## src/hw/rtl/lpht_pkg.sv

```systemverilog
package lpht_pkg;

	localparam int TABLE_SIZE = 16;
	localparam int ADDR_W = (TABLE_SIZE > 1) ? $clog2(TABLE_SIZE) : 1;
	localparam int CNT_W = $clog2(TABLE_SIZE + 1);
	localparam int KEY_W = 32;
	localparam int DATA_W = 32;
	localparam int COUNT_W = 5;
	localparam bit SIZE_IS_POW2 = ((TABLE_SIZE & (TABLE_SIZE - 1)) == 0);

	localparam logic [1:0] MODE_LOOKUP = 2'd0;
	localparam logic [1:0] MODE_INSERT = 2'd1;
	localparam logic [1:0] MODE_DELETE = 2'd2;

	localparam logic [1:0] STATUS_DONE = 2'd0;
	localparam logic [1:0] STATUS_ABSENT = 2'd1;
	localparam logic [1:0] STATUS_PRESENT = 2'd2;
	localparam logic [1:0] STATUS_FULL = 2'd3;

	localparam logic [1:0] TAG_EMPTY = 2'd0;
	localparam logic [1:0] TAG_LIVE = 2'd1;
	localparam logic [1:0] TAG_TOMB = 2'd2;

	typedef struct packed {
		logic [1:0] mode;
		logic [KEY_W-1:0] key;
		logic signed [DATA_W-1:0] value;
	} lpht_req_t;

	typedef struct packed {
		logic [1:0] status;
		logic signed [DATA_W-1:0] found_value;
		logic [COUNT_W-1:0] entry_count;
	} lpht_rsp_t;

	// Folds eight more key bits, most significant first, into a running
	// remainder modulo the table size.
	function automatic logic [ADDR_W-1:0] mod_byte(input logic [ADDR_W-1:0] rem,
			input logic [7:0] bits);
		logic [ADDR_W:0] t;
		logic [ADDR_W-1:0] r;
		r = rem;
		for (int i = 7; i >= 0; i--) begin
			t = {r, bits[i]};
			if (t >= (ADDR_W + 1)'(TABLE_SIZE)) begin
				t = t - (ADDR_W + 1)'(TABLE_SIZE);
			end
			r = t[ADDR_W-1:0];
		end
		return r;
	endfunction

endpackage

```

## src/hw/rtl/lpht_ram.sv

```systemverilog
module lpht_ram #(
	parameter int WIDTH = 64,
	parameter int DEPTH = 16
) (
	input logic clk,
	input logic we,
	input logic [((DEPTH > 1) ? $clog2(DEPTH) : 1)-1:0] waddr,
	input logic [WIDTH-1:0] wdata,
	input logic re,
	input logic [((DEPTH > 1) ? $clog2(DEPTH) : 1)-1:0] raddr,
	output logic [WIDTH-1:0] rdata
);

	logic [WIDTH-1:0] mem [DEPTH];

	always_ff @(posedge clk) begin
		if (we) begin
			mem[waddr] <= wdata;
		end
		if (re) begin
			rdata <= mem[raddr];
		end
	end

endmodule

```

## src/hw/rtl/linear_probe_hash_table.sv

```systemverilog
// After acceptance the probe reads slots from the home slot on until a live match, an empty
// slot or every slot visited (1 to TABLE_SIZE slots); FINISH then registers the response.
// A table size that is not a power of two first finds the home slot in the HOME state.
// One request at a time; the next is accepted the cycle after the response is registered,
// and FINISH waits while the previous response is still held by rsp_stall.
// Reset clears all slot tags to empty and the live count to zero at once; no clearing pass.
module linear_probe_hash_table import lpht_pkg::*; (
	input logic clk,
	input logic arst_n,
	input logic req_valid,
	output logic req_stall,
	input lpht_req_t req,
	output logic rsp_valid,
	input logic rsp_stall,
	output lpht_rsp_t rsp
);

	typedef enum logic [1:0] {
		IDLE,
		HOME,
		PROBE,
		FINISH
	} state_t;

	state_t state_q;
	logic [1:0] mode_q;
	logic [KEY_W-1:0] key_q;
	logic [DATA_W-1:0] value_q;
	logic [KEY_W-1:0] kshift_q;
	logic [1:0] byte_q;
	logic [ADDR_W-1:0] pos_q;
	logic [CNT_W-1:0] issued_q;
	logic s1_valid_q;
	logic [1:0] s1_tag_q;
	logic [ADDR_W-1:0] s1_pos_q;
	logic hit_q;
	logic [ADDR_W-1:0] hit_pos_q;
	logic [DATA_W-1:0] found_q;
	logic tomb_found_q;
	logic [ADDR_W-1:0] tomb_pos_q;
	logic empty_found_q;
	logic [ADDR_W-1:0] empty_pos_q;
	logic [COUNT_W-1:0] count_q;
	logic [1:0] tag_q [TABLE_SIZE];
	logic out_valid_q;
	lpht_rsp_t rsp_q;

	logic [KEY_W+DATA_W-1:0] rd_data;
	logic s1_hit;
	logic s1_empty;
	logic issue;
	logic probe_end;
	logic out_free;
	logic commit;
	logic ram_we;
	logic tag_we;
	logic [1:0] tag_wval;
	logic [ADDR_W-1:0] tag_waddr;
	logic [1:0] res_status;
	logic [DATA_W-1:0] res_found;
	logic [COUNT_W-1:0] count_next;
	logic [ADDR_W-1:0] dst;

	lpht_ram #(
		.WIDTH(KEY_W + DATA_W),
		.DEPTH(TABLE_SIZE)
	) u_slot_ram (
		.clk(clk),
		.we(ram_we),
		.waddr(dst),
		.wdata({key_q, value_q}),
		.re(issue),
		.raddr(pos_q),
		.rdata(rd_data)
	);

	assign req_stall = (state_q != IDLE);
	assign rsp_valid = out_valid_q;
	assign rsp = rsp_q;

	assign s1_hit = s1_valid_q && (s1_tag_q == TAG_LIVE) && (rd_data[KEY_W+DATA_W-1:DATA_W] == key_q);
	assign s1_empty = s1_valid_q && (s1_tag_q == TAG_EMPTY);
	assign issue = (state_q == PROBE) && !s1_hit && !s1_empty && (issued_q != CNT_W'(TABLE_SIZE));
	assign probe_end = s1_hit || s1_empty || (!s1_valid_q && (issued_q == CNT_W'(TABLE_SIZE)));
	assign out_free = !out_valid_q || !rsp_stall;
	assign commit = (state_q == FINISH) && out_free;
	assign dst = tomb_found_q ? tomb_pos_q : empty_pos_q;

	always_comb begin
		res_status = STATUS_ABSENT;
		res_found = '0;
		count_next = count_q;
		ram_we = 1'b0;
		tag_we = 1'b0;
		tag_wval = TAG_EMPTY;
		tag_waddr = hit_pos_q;
		case (mode_q)
			MODE_INSERT: begin
				tag_waddr = dst;
				if (hit_q) begin
					res_status = STATUS_PRESENT;
				end else if (tomb_found_q || empty_found_q) begin
					res_status = STATUS_DONE;
					ram_we = commit;
					tag_we = commit;
					tag_wval = TAG_LIVE;
					count_next = count_q + COUNT_W'(1);
				end else begin
					res_status = STATUS_FULL;
				end
			end
			MODE_DELETE: begin
				if (hit_q) begin
					res_status = STATUS_DONE;
					tag_we = commit;
					tag_wval = TAG_TOMB;
					if (count_q != '0) begin
						count_next = count_q - COUNT_W'(1);
					end
				end
			end
			default: begin
				if (hit_q) begin
					res_status = STATUS_DONE;
					res_found = found_q;
				end
			end
		endcase
	end

	always_ff @(posedge clk or negedge arst_n) begin
		if (!arst_n) begin
			state_q <= IDLE;
			s1_valid_q <= 1'b0;
			count_q <= '0;
			out_valid_q <= 1'b0;
			for (int i = 0; i < TABLE_SIZE; i++) begin
				tag_q[i] <= TAG_EMPTY;
			end
		end else begin
			if (out_valid_q && !rsp_stall && !commit) begin
				out_valid_q <= 1'b0;
			end
			case (state_q)
				IDLE: begin
					if (req_valid) begin
						mode_q <= req.mode;
						key_q <= req.key;
						value_q <= req.value;
						kshift_q <= req.key;
						byte_q <= '0;
						issued_q <= '0;
						s1_valid_q <= 1'b0;
						hit_q <= 1'b0;
						tomb_found_q <= 1'b0;
						empty_found_q <= 1'b0;
						if (SIZE_IS_POW2) begin
							pos_q <= req.key[ADDR_W-1:0];
							state_q <= PROBE;
						end else begin
							pos_q <= '0;
							state_q <= HOME;
						end
					end
				end
				HOME: begin
					pos_q <= mod_byte(pos_q, kshift_q[KEY_W-1 -: 8]);
					kshift_q <= kshift_q << 8;
					byte_q <= byte_q + 2'd1;
					if (byte_q == 2'd3) begin
						state_q <= PROBE;
					end
				end
				PROBE: begin
					if (s1_hit) begin
						hit_q <= 1'b1;
						hit_pos_q <= s1_pos_q;
						found_q <= rd_data[DATA_W-1:0];
					end
					if (s1_empty) begin
						empty_found_q <= 1'b1;
						empty_pos_q <= s1_pos_q;
					end
					if (s1_valid_q && (s1_tag_q == TAG_TOMB) && !tomb_found_q) begin
						tomb_found_q <= 1'b1;
						tomb_pos_q <= s1_pos_q;
					end
					s1_valid_q <= issue;
					s1_tag_q <= tag_q[pos_q];
					s1_pos_q <= pos_q;
					if (issue) begin
						issued_q <= issued_q + CNT_W'(1);
						if (pos_q == ADDR_W'(TABLE_SIZE - 1)) begin
							pos_q <= '0;
						end else begin
							pos_q <= pos_q + ADDR_W'(1);
						end
					end
					if (probe_end) begin
						state_q <= FINISH;
					end
				end
				FINISH: begin
					if (out_free) begin
						if (tag_we) begin
							tag_q[tag_waddr] <= tag_wval;
						end
						count_q <= count_next;
						rsp_q.status <= res_status;
						rsp_q.found_value <= res_found;
						rsp_q.entry_count <= count_next;
						out_valid_q <= 1'b1;
						state_q <= IDLE;
					end
				end
				default: begin
					state_q <= IDLE;
				end
			endcase
		end
	end

endmodule

```

## config.mk

```make
export PLATFORM = sky130hd
export DESIGN_NAME = linear_probe_hash_table
export DESIGN_NICKNAME = d
export VERILOG_FILES = /design/src/hw/rtl/lpht_pkg.sv /design/src/hw/rtl/lpht_ram.sv /design/src/hw/rtl/linear_probe_hash_table.sv
export SDC_FILE = /design/constraint.sdc
export NUM_CORES = 1
export LEC_CHECK = 0
export BUFFER_PORTS_ARGS = -buffer_cell sky130_fd_sc_hd__clkbuf_2
export CAP_MARGIN = 0
export CORE_MARGIN = 2
export CORE_UTILIZATION = 40
export CTS_CLUSTER_DIAMETER = 60
export DETAILED_ROUTE_END_ITERATION = 6
export GPL_TIMING_DRIVEN = 0
export PLACE_DENSITY_LB_ADDON = 0.08
export SYNTH_ARGS = -nofsm -noshare
export SYNTH_HDL_FRONTEND = slang
export SYNTH_HIERARCHICAL = 1
export SYNTH_SLANG_ARGS = --single-unit
export TNS_END_PERCENT = 10
```

## constraint.sdc

```tcl
create_clock -name clk -period 17.1 [get_ports clk]
set_input_delay 0.855 -clock clk [delete_from_list [all_inputs] [get_ports clk]]
set_output_delay 0.855 -clock clk [all_outputs]
set_load 0.1 [all_outputs]
```

### Word level (Yosys, flattened, before mapping)

Memory sizes are Yosys's and may differ from the RTL's. A register that Yosys moved wholly into a read port is not among the register bits.
Cells that the tools add are included.

* bits in latches: 0
* output and inout bits: 41
* register bits after elaboration: 242
* bits in read-only memories: 0
* memories: 1
* memory bits (writable): 1024

Memory list
* u_slot_ram.mem: words 16, bits a word 64, read ports 1, clocked after memory_dff 1, write ports 1, line lpht_ram.sv:14 `logic [WIDTH-1:0] mem [DEPTH];`

* muxes and demuxes: 70
* div/mod/pow operators: 0
* shifts and indexed selects: 0
* magnitude comparators: 11
* multiply operators: 0
* add/sub/neg operators: 13
* bitwise gates (word level): 3
* reduce and logical (&&, ||, !) cells: 48
* equality and inequality tests: 20

Operators with widths (count)
* 2-to-1 mux 4 bit: 20
* case mux 32 bit (2 select lines): 1
* greater-or-equal comparator 5 bit (second input constant): 10
* bitwise mux 32 bit: 1
* equality test 32 bit: 1
* 2-to-1 mux 32 bit: 1
* subtractor 4 x 1 -> 4 bit (second input constant): 8
* 2-to-1 mux 5 bit: 6
* 2-to-1 mux 2 bit: 12
* AND reduction 4 bit: 6
* AND reduction 3 bit: 7
* case mux 5 bit (2 select lines): 2
* 2-to-1 mux 1 bit: 16
* != test 2 bit (second input constant): 7
* logical AND 1 bit: 13
* case mux 4 bit (3 select lines): 1
* adder 5 x 1 -> 5 bit (second input constant): 2
* equality test 2 bit (second input constant): 5
* NOT 4 -> 5 bit: 2
* case mux 1 bit (2 select lines): 5
* binary-select mux 2 bit (select 4 bit): 1
* demux 2 bit (select 4 bit): 1
* case mux 2 bit (2 select lines): 2
* case mux 2 bit (4 select lines): 1
* other kinds (18): 34

### Longest topological paths before layout

Gate-level depths: netlist (run 1).

* depth after elaboration: 24
* depth in mapped cells: 9

### Hierarchy

The synthesis (run 1) kept the hierarchy.

Modules (own cells, without submodules)
* lpht_ram: cells each 1647, area an instance 40223.6 um^2, instances 1, sequential area each 32671.3 um^2
* linear_probe_hash_table: cells each 597, area an instance 9250.1 um^2, instances 1, sequential area each 6581.3 um^2

### Worst setup path before layout (run 1)

Ideal clock, no wire load.

* kind: flip-flop to flip-flop
* start: reg mode_q[1]
* end: mem u_slot_ram.mem[0][0] (enable)
* data required time: 16.535 ns
* stages on the path, launching flop included: 9
* arrival: 6.256 ns
* buffers on the path: 2
* path slack: 10.280 ns
* cell sequence: edfxtp_1 inv_1 ha_1 clkbuf_1 buf_1 nand2_1 nor2_1 or3b_2 nor3_1

* longest elaborated chain between the ends: 4

Ends and longest elaborated chain
* start: declaration: line linear_probe_hash_table.sv:26 `logic [1:0] mode_q;`
* start signal: assignment: line linear_probe_hash_table.sv:147 `mode_q <= req.mode;`
* equality test 2 x 1 -> 1 bit: line linear_probe_hash_table.sv:97 `case (mode_q)`
* 2-to-1 mux 1 bit: line linear_probe_hash_table.sv:97
* net ram_we: line linear_probe_hash_table.sv:55 `logic ram_we;`
* 2-to-1 mux 1 bit: line lpht_ram.sv:17 `if (we) begin`
* 2-to-1 mux 1 bit (implied by the code): line lpht_ram.sv:18 `mem[waddr] <= wdata;`
* end: declaration: line lpht_ram.sv:14

The timed path passes the listed nets, and every way through them passes these cells.

### Worst setup path after layout (run 1)

* start: reg key_q[2]
* end: reg found_q[3] (enable)

* longest elaborated chain between the ends: 3

Ends and longest elaborated chain
* start: declaration: line linear_probe_hash_table.sv:27 `logic [KEY_W-1:0] key_q;`
* start signal: assignment: line linear_probe_hash_table.sv:148 `key_q <= req.key;`
* equality test 32 bit: line linear_probe_hash_table.sv:81 `assign s1_hit = s1_valid_q && (s1_tag_q == TAG_LIVE) && (rd_data[KEY_W+DATA_W-1:DATA_W] == key_q);`
* logical AND 1 bit: line linear_probe_hash_table.sv:81
* AND reduction 3 bit (no line)
* end signal: assignment: line linear_probe_hash_table.sv:178 `found_q <= rd_data[DATA_W-1:0];`
* end: declaration: line linear_probe_hash_table.sv:38 `logic [DATA_W-1:0] found_q;`

No other way between the ends.
A chain may end at the register's enable or synchronous reset.

==> impl_results.md, run 1 <==
- Outcome: finished, final reports clean
- Worst Reg-to-Reg Cells: 7
- Final setup viols: 0
- FF+latch area: 39,300 sq um
- Grt total ovfl: 0
- Biggest area consumer among synthesized cells: edfxtp_1
- Ant. Diodes: 0
- R2R Setup Slk: 12.73 ns
- Synth Area in XOR/XNOR: 0.708%
- Root Driver: clkbuf_16
- Max_slew headroom: 7.95%
- CP required: 17.52 ns
- Reg2reg start: key_q[2]
- Share of layout cells above drive strength 1: 28.9%
- Nature of the critical path startpoint: flop
- Synth area leaders: edfxtp_1, mux4_2, dfrtp_1
- Initial Util: 40.2%
- Final WL: 120 mm
- Initial antenna violation count: 5
- Post-synthesis cell type count: 53
- Final Hold Fails: 0
- Die Ht: 356 microns
- H-tree levels: 4
- EDFF count, synth: 1,273
- Multi-input gate area: 9750 sq um
- Post-CTS setup buffers: 0
- End of the worst register-to-register path: found_q[3]
- Flip-flop and latch count after synthesis: 1,314
- CP arrival: 4.80 ns
- Hold WC Path Type: primary input to flop
- Worst-margin pin slew: 1.38 ns
- Kind of end point of the critical path: flop
- Fin crit period: 4.37 ns
- Post-layout utilization of the core: 47.2%
- Hold Path Sink: value_q[22]
- Area delta synth->final: 17.6%
- Cell total after placement: 4,071
- Top-area cell type share of the netlist area: 77.3%
- Clock buffer count from CTS: 145
- Routability congestion estimate: 0.723
- Synth async-reset ratio: 3.12%
- Vias per std cell: 5.39
- IO Count: 111
- Mean post-synth cell area: 22.0 sq um
- F_max: 229 MHz
- Post-Place Cell Area: 53,600 sq um
- Nets: 2,664
- Skew-Pair Late Insertion Delay: 0.75 ns
- Synth Area in Simple Gates: 2.45%
- First-pass GRT wire length: 173 mm
- Dpl hpwl: 76.6 mm
- Setup_tns: 0 ns
- Num rows: 129
- Max-Cap Viols: 0
- Post-synthesis compound-gate area fraction: 2.79%
- Pre-CTS WS: 12.67 ns
- Most used DFF post-synth: edfxtp_1
- Final period util: 25.6%
- Die area: 127,000 sq um
- I/O Buffers: 110
- Peak VDD IR: 0.105 mV
- Post-synthesis sequential area ratio: 79.3%
- Total number of yosys warnings: 6
- CTS tree: done
- All-Layer GR Usage: 19.2%
- DRC Markers: 0
- Crit Path Class: flop to flop
- Hold_ws: 0.280 ns
- Clk_skew: 0.0278 ns
- Vias in the first global route: 25,100
- Iter 0 DRT Violations: 2,059
- Synthesized area: 49,500 sq um
- Hold-fix buffers, CTS: 0
- Pleak: 19.0 nW
- Wire per inst: 27.6 microns
- Largest net degree at the start of global routing: 48
- Multiplexer share of the synthesized area: 13.1%
- Pwr Density: 156 nW/um^2
- Total power: 9.08 mW
- Worst hold start: req[22]
- Clk slew on worst S/H paths: 0.06 ns
- Synth Area in Adders: 0.329%
- Hold depth: 1
- Vias: 23,300
- Final cell count without fillers: 4,332
- Final ANT Viol Nets: 0
- Filler Cells Inserted: 10,200
- Number of max-slew violations in the final report: 0
- Largest family of logic cells by synthesized area: multiplexers
- Setup ws final: 12.73 ns
- Die W: 356 microns
- Unrepaired setup endpoints after global routing: false
- CTS sink count: 1,314
- Drt pass-1 iters: 5
- Core area: 123,000 sq um
- Max Root-Sink Buffers: 3
- Final instance area: 58,200 sq um
- Syn_nets: 2,327
- Cts repair resizes: 0
- Syn Inst Count: 2,244
- Worst-path fanout max: 22
-- cell type report --
class	count	share of cell area (%)
multi-input combinational	807	16.8
timing repair buffer	190	3.25
clock buffer	177	6.68
tap	1637	3.52
sequential	1314	67.5
clock inverter	84	1.25
buffer	102	0.912
inverter	21	0.136
-- how the worst max path moves through the flow --
stage | end | from | cells after the start | slack [ns]
2_1_floorplan | u_slot_ram/mem[0][0] | mode_q[1] | 8 | 10.28
3_3_place_gp | u_slot_ram/mem[0][3] | mode_q[1] | 8 | 3.74
3_5_place_dp | found_q[1] | key_q[30] | 7 | 12.67
4_1_cts | found_q[3] | key_q[29] | 7 | 12.63
5_1_grt | found_q[4] | key_q[30] | 7 | 12.47
6_report | found_q[3] | key_q[2] | 7 | 12.73
-- per-layer routing --
layer	track usage [%]	part of all wire [%]	wire, microns	up-vias
met4	5.67	2.4	2870	0
met2	32.5	50	60200	571
li1	-	-	-	10000
met3	3.21	4.7	5580	169
met5	0	0	0	-
met1	25.5	43	51000	12600
-- synthesized netlist by cell type, types with 14 or more instances --
master and instances:
edfxtp_1 1273, inv_1 21, a21oi_1 19, and2_1 39, nand2_1 97, buf_2 16, xor2_1 32, nor2_1 45
mux2_2 38, buf_1 16, mux4_2 260, a22oi_1 134, buf_6 14, dfrtp_1 41, clkbuf_1 50
-- registers in the layout, summed over array words and instances (netlist names), 4 cells and up --
name / flops
u_slot_ram/rdata: 64
kshift_q: 16
value_q: 32
rsp: 39
found_q: 32
tag_q: 32
u_slot_ram/mem: 1024
hit_pos_q: 4
key_q: 32
empty_pos_q: 4
pos_q: 4
s1_pos_q: 4
issued_q: 5
tomb_pos_q: 4
count_q: 5
-- critical path, stage by stage (launching register included) --
cell and delay (ns):
edfxtp_1 0.80, xor2_1 0.21, nor4_1 0.58, nand4_1 0.41, nor3_1 0.98, inv_1 0.24, nor2_4 0.49, buf_12 0.26
-- report_power, final --
group | total [mW] | internal, mW | switching (mW) | leakage, nW
clock | 3.02 | 1.76 | 1.26 | 2.26
combinational | 2.12 | 0.864 | 1.26 | 4.65
sequential | 3.95 | 3.81 | 0.133 | 12.1
-- kinds of logic (layout without fill, tap and decap cells) --
family | count (synthesis) | after routing
AO/OA/AOI/OAI | 192 | 192
AND/OR/NAND/NOR | 246 | 246
XOR/XNOR | 40 | 40
multiplexers | 316 | 316
adder cells (fa/ha/maj) | 13 | 13
buffers and inverters | 123 | 574
flip-flops | 1314 | 1314
-- cells in the final DEF (no fill, tap or decap), drive strengths merged, types with 2 or more instances in the layout --
master	n
clkbuf	337
nor4	9
or2	2
ha	13
buf	132
mux2	47
nand3	11
nand3b	3
nand2b	5
nor2	45
a22oi	134
or3b	2
clkinv	59
a21o	4
dfrtp	41
nand2	100
nor2b	10
a211o	2
and2	39
a211oi	5
and3	2
a21boi	3
clkinvlp	6
xnor2	8
a21oi	19
nor3	10
inv	31
o21a	2
nand4	4
xor2	32
o21ai	11
bufinv	9
mux2i	9
o21bai	2
a311oi	3
mux4	260
edfxtp	1273
Power figures use the tool's default switching activity.
==> inputs of run 2 (changes only) <==
clock period = 4.1 ns   (was 17.1 ns; I/O delays follow)
==> impl_results.md, run 2 (synthesis gave the netlist of run 1 again) <==
- Nets: 2,717 (+2.0%)
- Routability congestion estimate: 0.748 (+3.4%)
- Hold WC Path Type: primary input to flop
- Root Driver: clkbuf_16
- Dpl hpwl: 76.6 mm (about the same)
- Fin crit period: 3.79 ns (-0.585 ns)
- Slowest cell delay on critical path: 0.82 ns (-0.16 ns)
- Nature of the critical path startpoint: flop
- Share of layout cells above drive strength 1: 27.2% (-1.6 points)
- CTS tree: done
- CP top delay family: simple AND/OR/NAND/NOR gates
- Wire per inst: 27.5 microns (-0.53%)
- Clk_skew: 0.0396 ns (+0.0118 ns)
- Clock buffer count from CTS: 144 (-0.69%)
- Iter 0 DRT Violations: 1,982 (-3.7%)
- Worst path bufs/invs: 2 (unchanged)
- Area delta synth->final: 19.0%
- Worst-margin pin slew: 1.55 ns (+0.167 ns)
- CP required: 4.53 ns (-12.99 ns)
- Max_slew headroom: -3.19% (-11 points)
- Pwr Density: 642 nW/um^2 (+310%)
- Outcome: finished with violations
- Initial antenna violation count: 3 (-2)
- Multi-input gate area: 9800 sq um (+0.44%)
- Filler Cells Inserted: 10,100 (-0.75%)
- Grt total ovfl: 0 (unchanged)
- Post-Place Cell Area: 53,600 sq um (+0.14%)
- First-pass GRT wire length: 175 mm (+1.0%)
- Vias in the first global route: 25,200 (+0.46%)
- F_max: 264 MHz (+15%)
- Num rows: 129 (unchanged)
- Core area: 123,000 sq um (unchanged)
- All-Layer GR Usage: 19.3% (+0.16 points)
- Peak VDD IR: 0.453 mV (+330%)
- Unrepaired setup endpoints after global routing: false
- Kind of end point of the critical path: flop
- Worst Reg-to-Reg Cells: 7 (unchanged)
- Skew-Pair Late Insertion Delay: 0.75 ns (about the same)
- Critical path depth: 7 (unchanged)
- DRC Markers: 0 (unchanged)
- CP max-delay cell: edfxtp_1
- Vias per std cell: 5.37 (-0.39%)
- H-tree levels: 4 (unchanged)
- Die area: 127,000 sq um (unchanged)
- I/O Buffers: 110 (unchanged)
- Largest register FFs: 1,024 (unchanged)
- Clk slew on worst S/H paths: 0.06 ns (about the same)
- Drt pass-1 iters: 5 (unchanged)
- IO Count: 111 (unchanged)
- Final Hold Fails: 0 (unchanged)
- Largest net degree at the start of global routing: 48 (unchanged)
- Final cell count without fillers: 4,385 (+1.2%)
- Hold depth: 4 (+3)
- Initial Util: 40.2% (unchanged)
- Cell total after placement: 4,056 (-0.37%)
- Crit Path Class: flop to flop
- Max-Cap Viols: 1 (+1)
- Die W: 356 microns (unchanged)
- CTS sink count: 1,314 (unchanged)
- Pleak: 19.2 nW (+1.2%)
- Die Ht: 356 microns (unchanged)
- Number of max-slew violations in the final report: 11 (+11)
- Final period util: 92.4% (+67 points)
- CP arrival: 4.22 ns (-0.58 ns)
- Vias: 23,500 (+0.83%)
- Final setup viols: 0 (unchanged)
- Worst-path cell chain: xor2_1 -> nor4_1 -> nand4_1 -> nor3_4 -> inv_1 -> nor2_4 -> buf_12
- Setup_tns: 0 ns (unchanged)
- Most frequent cells in the layout: edfxtp_1, mux4_2, clkbuf_16
- Largest Register: u_slot_ram/mem
- Most common cell after layout, fill and taps aside: edfxtp_1
- Final ANT Viol Nets: 0 (unchanged)
- Failing checks: capacitance limit, slew limit
- Final WL: 121 mm (+0.69%)
- Max Root-Sink Buffers: 3 (unchanged)
- Final instance area: 58,900 sq um (+1.2%)
- FF+latch area: 39,300 sq um (unchanged)
- Worst-path fanout max: 22 (unchanged)
run 2: cell types whose count changed in the layout (fill, tap and decap cells not counted), moves of 2 or more:
cell           delta
buf_16           +11
buf_6            -33
buf_8             +7
clkbuf_1         +10
clkinv_1          +6
clkinv_2          -8
clkinv_8          -2
clkinvlp_4        -3
diode_2           +2
dlygate4sd3_1    +68
inv_6             -3
nor3_2            -4
nor3_4            +5
run 2: repair_timing:
action,in CTS,in global routing
pin swaps,0,1
hold endpoints to repair,130,0
buffers inserted,0,1
hold buffers,68,0
cloned,0,0
resized for setup,2,2
setup endpoints to repair,52,61
run 2: layout make-up:
cell class | instances | share of cell area [%]
Clock buffer | 187 | 6.67
Sequential cell | 1314 | 66.7
Timing Repair Buffer | 244 | 4.47
Multi-Input combinational cell | 807 | 16.6
Antenna cell | 2 | 0.00850
Clock inverter | 71 | 1.00
Inverter | 21 | 0.134
Tap cell | 1637 | 3.48
Buffer | 102 | 0.903
run 2: worst paths after layout:
path | from | end | slack [ns]
worst max-delay path | key_q[2] | found_q[4] | 0.31
worst min-delay path | req_valid | s1_valid_q | 0.08
worst max register to register | key_q[2] | found_q[4] | 0.31
worst min register to register | u_slot_ram/rdata[31] | found_q[31] | 0.42
max in group asynchronous | arst_n | count_q[1] | 3.13
min in group asynchronous | arst_n | tag_q[17] | 0.25
run 2: worst reg2reg max path, cell delays in order, from the launching register on:
cell      delay, ns
edfxtp_1       0.82
xor2_1         0.23
nor4_1         0.54
nand4_1        0.42
nor3_4         0.49
inv_1          0.16
nor2_4         0.48
buf_12         0.29
run 2: stage by stage:
| step | setup WS [ns] | hold slack [ns] | power (mW) | utilization, % |
|---|---|---|---|---|
| after floorplan | -0.986 | -0.0906 | 22.5 | - |
| after global placement | -5.33 | 0.381 | 25.4 | 42.3 |
| after detailed placement | -0.339 | 0.384 | 25.8 | 43.5 |
| after CTS | 0.0387 | 0.0142 | 38.4 | 47.8 |
| after global routing | 0.0307 | 0.0871 | 39.4 | 47.8 |
| final | 0.312 | 0.0775 | 37.8 | 47.8 |
run 2: power breakdown:
group	internal (mW)	switching [mW]
Sequential	15.9	0.564
Clock	7.30	5.11
Combinational	3.65	5.27
run 2: metal layers:
layer | track usage, % | part of all wire, % | vias up
li1 | - | - | 10100
met1 | 26.0 | 43 | 12700
met2 | 32.5 | 50 | 594
met3 | 2.75 | 4.2 | 162
met4 | 6.33 | 2.5 | 0
met5 | 0 | 0 | -
